===== src/sv/stc_pkg.sv =====
package stc_pkg;

	localparam int MAX_MEMBERS_DEF = 32;
	localparam int STRIP_BITS_DEF  = 10;
	localparam int TIME_BITS_DEF   = 16;
	localparam int ID_BITS         = 16;
	localparam int CFG_IDX_BITS    = 2;

	// register indexes on the config port
	localparam logic [CFG_IDX_BITS-1:0] CFG_MAX_DIST = 2'd0;
	localparam logic [CFG_IDX_BITS-1:0] CFG_WINDOW   = 2'd1;
	localparam logic [CFG_IDX_BITS-1:0] CFG_SIDE     = 2'd2;

	typedef enum logic {
		CMD_START = 1'b0,
		CMD_OFFER = 1'b1
	} cmd_t;

	typedef enum logic [1:0] {
		ST_IDLE,
		ST_SCAN,
		ST_COMMIT
	} state_t;

	// probe word moving down the cell row
	typedef struct packed {
		logic vld;
		logic match;
	} tok_ctl_t;

	// member store write control, broadcast to all cells
	typedef struct packed {
		logic clear;
		logic en;
	} wr_ctl_t;

endpackage


===== src/sv/stc_cell.sv =====
module stc_cell #(
	parameter int STRIP_BITS = stc_pkg::STRIP_BITS_DEF,
	parameter int TIME_BITS  = stc_pkg::TIME_BITS_DEF,
	parameter int IDX_W      = 5,
	parameter int CELL_IDX   = 0
) (
	input  logic                  clk,
	input  logic                  arst_n,
	input  logic [STRIP_BITS-1:0] max_dist,
	input  logic [TIME_BITS-1:0]  window,
	input  stc_pkg::tok_ctl_t     tok_in,
	input  logic [STRIP_BITS-1:0] tok_strip_in,
	input  logic [TIME_BITS-1:0]  tok_time_in,
	output stc_pkg::tok_ctl_t     tok_out,
	output logic [STRIP_BITS-1:0] tok_strip_out,
	output logic [TIME_BITS-1:0]  tok_time_out,
	input  stc_pkg::wr_ctl_t      wr,
	input  logic [IDX_W-1:0]      wr_idx,
	input  logic [STRIP_BITS-1:0] wr_strip,
	input  logic [TIME_BITS-1:0]  wr_time
);

	localparam logic [IDX_W-1:0] MY_IDX = IDX_W'(CELL_IDX);

	logic                  valid_q;
	logic [STRIP_BITS-1:0] strip_q;
	logic [TIME_BITS-1:0]  time_q;
	logic                  tok_vld_q;
	logic                  tok_match_q;
	logic [STRIP_BITS-1:0] tok_strip_q;
	logic [TIME_BITS-1:0]  tok_time_q;

	logic [STRIP_BITS-1:0] d_strip;
	logic [TIME_BITS-1:0]  d_time;
	logic                  hit;
	logic                  wr_me;

	always_comb begin
		d_strip = (tok_strip_in >= strip_q) ? (tok_strip_in - strip_q)
			: (strip_q - tok_strip_in);
		d_time  = (tok_time_in >= time_q) ? (tok_time_in - time_q)
			: (time_q - tok_time_in);
		hit     = tok_in.vld && valid_q && (d_strip <= max_dist) && (d_time < window);
	end

	assign wr_me = wr.en && (wr_idx == MY_IDX);

	// member store: valid bit resets, payload does not
	always_ff @(posedge clk or negedge arst_n) begin
		if (!arst_n) begin
			valid_q <= 1'b0;
		end else if (wr_me) begin
			valid_q <= 1'b1;
		end else if (wr.clear) begin
			valid_q <= 1'b0;
		end
	end

	always_ff @(posedge clk) begin
		if (wr_me) begin
			strip_q <= wr_strip;
			time_q  <= wr_time;
		end
	end

	// probe hand-off to the next cell
	always_ff @(posedge clk or negedge arst_n) begin
		if (!arst_n) begin
			tok_vld_q <= 1'b0;
		end else begin
			tok_vld_q <= tok_in.vld;
		end
	end

	always_ff @(posedge clk) begin
		tok_match_q <= tok_in.match || hit;
		tok_strip_q <= tok_strip_in;
		tok_time_q  <= tok_time_in;
	end

	assign tok_out.vld   = tok_vld_q;
	assign tok_out.match = tok_match_q;
	assign tok_strip_out = tok_strip_q;
	assign tok_time_out  = tok_time_q;

endmodule


===== config.mk =====
export PLATFORM = sky130hd
export DESIGN_NAME = stc_cell
export DESIGN_NICKNAME = d
export VERILOG_FILES = /design/src/sv/stc_pkg.sv /design/src/sv/stc_cell.sv
export SDC_FILE = /design/constraint.sdc
export NUM_CORES = 1
export LEC_CHECK = 0
export ABC_AREA = 1
export ABC_CLOCK_PERIOD_IN_PS = 5500
export BUFFER_PORTS_ARGS = -buffer_cell sky130_fd_sc_hd__buf_2
export CORE_UTILIZATION = 62
export CTS_BUF_LIST = sky130_fd_sc_hd__clkbuf_2
export DETAILED_ROUTE_END_ITERATION = 7
export PLACE_DENSITY_LB_ADDON = 0.3
export SLEW_MARGIN = 20
export SYNTH_ARGS = -nofsm -noshare
export SYNTH_HDL_FRONTEND = slang
export SYNTH_SLANG_ARGS = --single-unit

===== constraint.sdc =====
create_clock -name clk -period 5.5 [get_ports clk]
set_input_delay 0.55 -clock clk [delete_from_list [all_inputs] [get_ports clk]]
set_output_delay 0.55 -clock clk [all_outputs]
set_load 0.02 [all_outputs]

# Yosys cells after proc, flatten, opt, wreduce, memory -nomap -nowiden
# Cells that the tools add are included.
# word_totals
regBits	55
input_bits	89
output_inout_bits	28
elab_cells	26
# op_classes
add_sub_neg	4
n_lt_le_gt_ge	4
mux	4
n_reduce_logical	7
# ops
cell	count
$sub A16 B16 Y16	2
$sub A10 B10 Y10	2
$ge A16 B16 Y1	1
$lt A16 B16 Y1	1
$mux W16	1
$ge A10 B10 Y1	1
$le A10 B10 Y1	1
$mux W10	1
$logic_not A5 Y1	1
$logic_and A1 B1 Y1	4
$mux W1	2
$reduce_bool A2 Y1	1
$logic_or A1 B1 Y1	1

# Depth between registers and ports, before layout
# logic_depth
ltp_word	6
depth_mapped	23
ltp_nobuf	22

# Least setup slack after synthesis
# OpenSTA, ideal clock, no wires.
# synth_path
path_type	input port to flip-flop
start	input wr_idx[3]
end	register strip_q[0] (enable)
setup_ns	0.443
arrival_ns	2.523
t_required_ns	5.057
path_slack_ns	2.534
cell_stages	3
n_path_buf	0
cell_sequence	nor2_1 > nand2_1 > nor3_1
# synth_via
elab_chain_len	2
# synth_lines
item	line_no	rtl
start: declaration	stc_cell.sv:18	input logic [IDX_W-1:0] wr_idx,
$logic_not A5 Y1	stc_cell.sv:46	assign wr_me = wr.en && (wr_idx == MY_IDX);
$logic_and A1 B1 Y1	stc_cell.sv:46	
via wr_me	stc_cell.sv:36	logic wr_me;
end signal: assignment	stc_cell.sv:61	strip_q <= wr_strip;
end: declaration	stc_cell.sv:26	logic [STRIP_BITS-1:0] strip_q;
# The timed path passes the listed nets, and every way through them passes these cells.
# A chain may end at the register's enable or synchronous reset.

# Worst setup path in the final report
# layout_path
start	register strip_q[0]
end	register tok_match_q
# layout_via
elab_chain_len	6
word_cells_on_any_way	8
cone_classes	2 x add/sub; 2 x order compare; 1 x mux; 3 x reduce/logical
# layout_lines
item	line_no	rtl
$sub A10 B10 Y10 (tied with other cells)	stc_cell.sv:40	: (strip_q - tok_strip_in);
$mux W10 (*)	stc_cell.sv:39	d_strip = (tok_strip_in >= strip_q) ? (tok_strip_in - strip_q)
$le A10 B10 Y1 (*)	stc_cell.sv:43	hit = tok_in.vld && valid_q && (d_strip <= max_dist) && (d_time < window);
$logic_and A1 B1 Y1 (*) (2 in a row)	stc_cell.sv:43	
$logic_or A1 B1 Y1 (*)	stc_cell.sv:76	tok_match_q <= tok_in.match || hit;
end signal: assignment	stc_cell.sv:76	
end: declaration	stc_cell.sv:29	logic tok_match_q;
# Mark *: on every way between the ends. The rest lies on a longest branch, timed or not.

==> qor.txt <==
Outcome = finished clean
Mapped cell area = 5460 um2
Crit path required time = 5.95 ns
Design Area, Final = 6140 um2
Io pins = 117
Die Footprint = 9180 um2
Post-synth ARST share = 0.0364
Initial drt markers = 385
Peak supply drop = 0.144 mV
WL final = 12300 um
Hold WS = 0.142 ns
Port buffer count = 116
Commonest non-fill, non-tap cell in the layout = nand2_1
Vias = 5123
Post-layout util = 0.732
Slew Viols, Final = 0
Tightest Pin Transition = 0.400 ns
ANT nets after route = 0
# diodes = 0
DPL Wire Length = 10300 um
Dpl ws = 2.22 ns
Number of synthesized flops with an enable pin = 26
Register area share after synthesis = 0.251
Pre-Repair DR Iteration Count = 5
RePlAce Congestion = 0.958
Final WS setup = 2.51 ns
Critical Path Sink Type = register
Root Driver = clkbuf_2
FF+latch area = 1370 um2
Initial antenna violation count = 0
Max Fanout on Critical Path = 11
Final min period = 2.99 ns
Final Hold Vio Count = 0
Worst-Skew Late Latency = 0.49 ns
Core Area = 8380 um2
# rows = 33
Fin crit share = 0.543
TritonCTS clock tree = built
Layout cells sized above 1 = 0.164
WS Path Type = register to register
DIE HEIGHT = 95.8 um
Count of state elements after synthesis = 55
Fillcell total = 751
Gr ovfl total = 0
Most frequent cells in the layout = 278 x nand2_1, 184 x inv_1, 116 x buf_2
Clk sink count = 55
Multi-input gate area = 3280 um2
Maxcap violations = 0
Final setup fails = 0
Startpoint Class = register
Nets = 1098
First-pass GRT wire length = 20200 um
Synthesis-to-layout area growth = 12.5%
Hold WC Path Type = input pin to register
Dpl cell area = 6070 um2
Post-synthesis cell count = 818
Post-Route Skew = 0.0381 ns
Global router's overall resource usage = 0.284
Syn avg cell area = 6.67 um2
DRC Markers = 0
Synth warn = 0
Clock Path Buffers = 2
Reg clk slew, reported paths = 0.34 ns
Postcts setup bufs = 0
Commonest register cell after synthesis = dfxtp_1
Largest net degree at the start of global routing = 28
Static leakage = 3.70 nW
Vias in the first global route = 4666
Synth cell types = 40
Vias per cell = 4.94
Net count after synthesis = 986
Die width = 95.8 um
Initial Utilization = 0.651
Fmax achieved = 335 MHz
Total number of H-tree levels = 2
Slew HR = 0.732
WP data arrival = 3.44 ns
RSZ-0062 raised after global routing = false
DR WL/cell = 11.8 um
Number of CTS-inserted buffers = 5
Post-route setup TNS = 0 ns
PwrDens = 163 nW/um2
path summary, 6_finish.rpt:
path	endpoint	cells past startpoint	slack [ns]	startpoint
max in group asynchronous	tok_vld_q	2	5.13	arst_n
min in group asynchronous	valid_q	2	0.29	arst_n
worst max register to register	tok_match_q	19	2.51	strip_q[0]
worst min-delay path	tok_vld_q	1	0.14	tok_in[1]
worst min register to register	valid_q	2	0.56	valid_q
worst max-delay path	tok_match_q	19	2.51	strip_q[0]
sequential cells by signal, summed over array words and instances (netlist names):
| register | count |
|---|---|
| tok_strip_out | 10 |
| tok_vld_q | 1 |
| time_q | 16 |
| tok_time_out | 16 |
| valid_q | 1 |
| strip_q | 10 |
| tok_match_q | 1 |
timing repair:
item	in CTS	in global routing
hold buffers	1	0
hold endpoints to repair	2	0
resized for setup	0	0
synthesized netlist by cell type (2+ instances only):
| library cell | instances | area share |
|---|---|---|
| a21oi_1 | 30 | 0.028 |
| and2_1 | 2 | 0.0023 |
| buf_2 | 4 | 0.0037 |
| buf_4 | 4 | 0.0055 |
| buf_6 | 3 | 0.0062 |
| dfrtp_1 | 2 | 0.0092 |
| dfxtp_1 | 27 | 0.099 |
| edfxtp_1 | 26 | 0.14 |
| fa_1 | 4 | 0.015 |
| ha_1 | 75 | 0.17 |
| inv_1 | 184 | 0.13 |
| inv_2 | 3 | 0.0021 |
| nand2_1 | 278 | 0.19 |
| nand2_2 | 8 | 0.0092 |
| nand2_4 | 2 | 0.0041 |
| nand3_1 | 62 | 0.057 |
| nand3_2 | 6 | 0.011 |
| nand3b_1 | 2 | 0.0028 |
| nand4_1 | 9 | 0.010 |
| nor2_1 | 33 | 0.023 |
| nor3_1 | 4 | 0.0037 |
| o21a_1 | 2 | 0.0028 |
| o21ai_0 | 7 | 0.0064 |
| o21ai_2 | 3 | 0.0048 |
| o21bai_1 | 3 | 0.0041 |
| xnor2_1 | 7 | 0.011 |
| xor2_1 | 15 | 0.024 |
per-stage QoR:
stage | cells | power (mW)
3_5_place_dp | 1027 | 0.814
6_report | 1036 | 1.00
3_3_place_gp | 1027 | 0.807
5_1_grt | 1036 | 1.07
2_1_floorplan | 818 | 0.714
4_1_cts | 1036 | 1.01
critical path: stages (launching register included):
cell	delay (ns)
edfxtp_1	0.46
ha_1	0.20
inv_1	0.08
fa_1	0.43
nand2_1	0.09
nand3_1	0.10
nand2_1	0.12
nand2_2	0.14
inv_1	0.21
nand2_1	0.08
nand2_1	0.06
inv_1	0.04
ha_1	0.25
nand2_1	0.07
nor2_1	0.21
o211ai_1	0.13
nand3_1	0.08
nand2_1	0.10
nand3_1	0.10
nand2_1	0.04
where the power goes:
group          internal (mW)  switching (mW)
Clock                 0.0398           0.152
Sequential             0.443         0.00352
Combinational          0.140           0.224
cells by family (layout without fill, tap and decap cells):
logic type,count (synthesis),count (layout),share of synthesized area
xor gates and xnor gates,22,22,0.0353
AOI/OAI and AO/OA,51,51,0.0553
buffers and inverters,200,313,0.149
adders and majority gates,79,79,0.187
DFF,55,55,0.251
and+or+nand+nor,411,411,0.323
final cells by class:
class                           count  share of cell area
Tap cell                          105              0.0214
Inverter                          187               0.114
Clock buffer                        5             0.00408
Timing Repair Buffer              118              0.0974
Sequential cell                    55               0.223
Clock inverter                      3             0.00550
Multi-Input combinational cell    563               0.534
layer usage:
metal,vias to the layer above,share of wire,track usage
li1,2716,-,-
met1,2201,0.48,0.387
met2,186,0.44,0.468
met3,20,0.065,0.0395
met4,0,0.015,0.0821
met5,-,0,0
No activity file was read; power rests on OpenSTA's default activity.
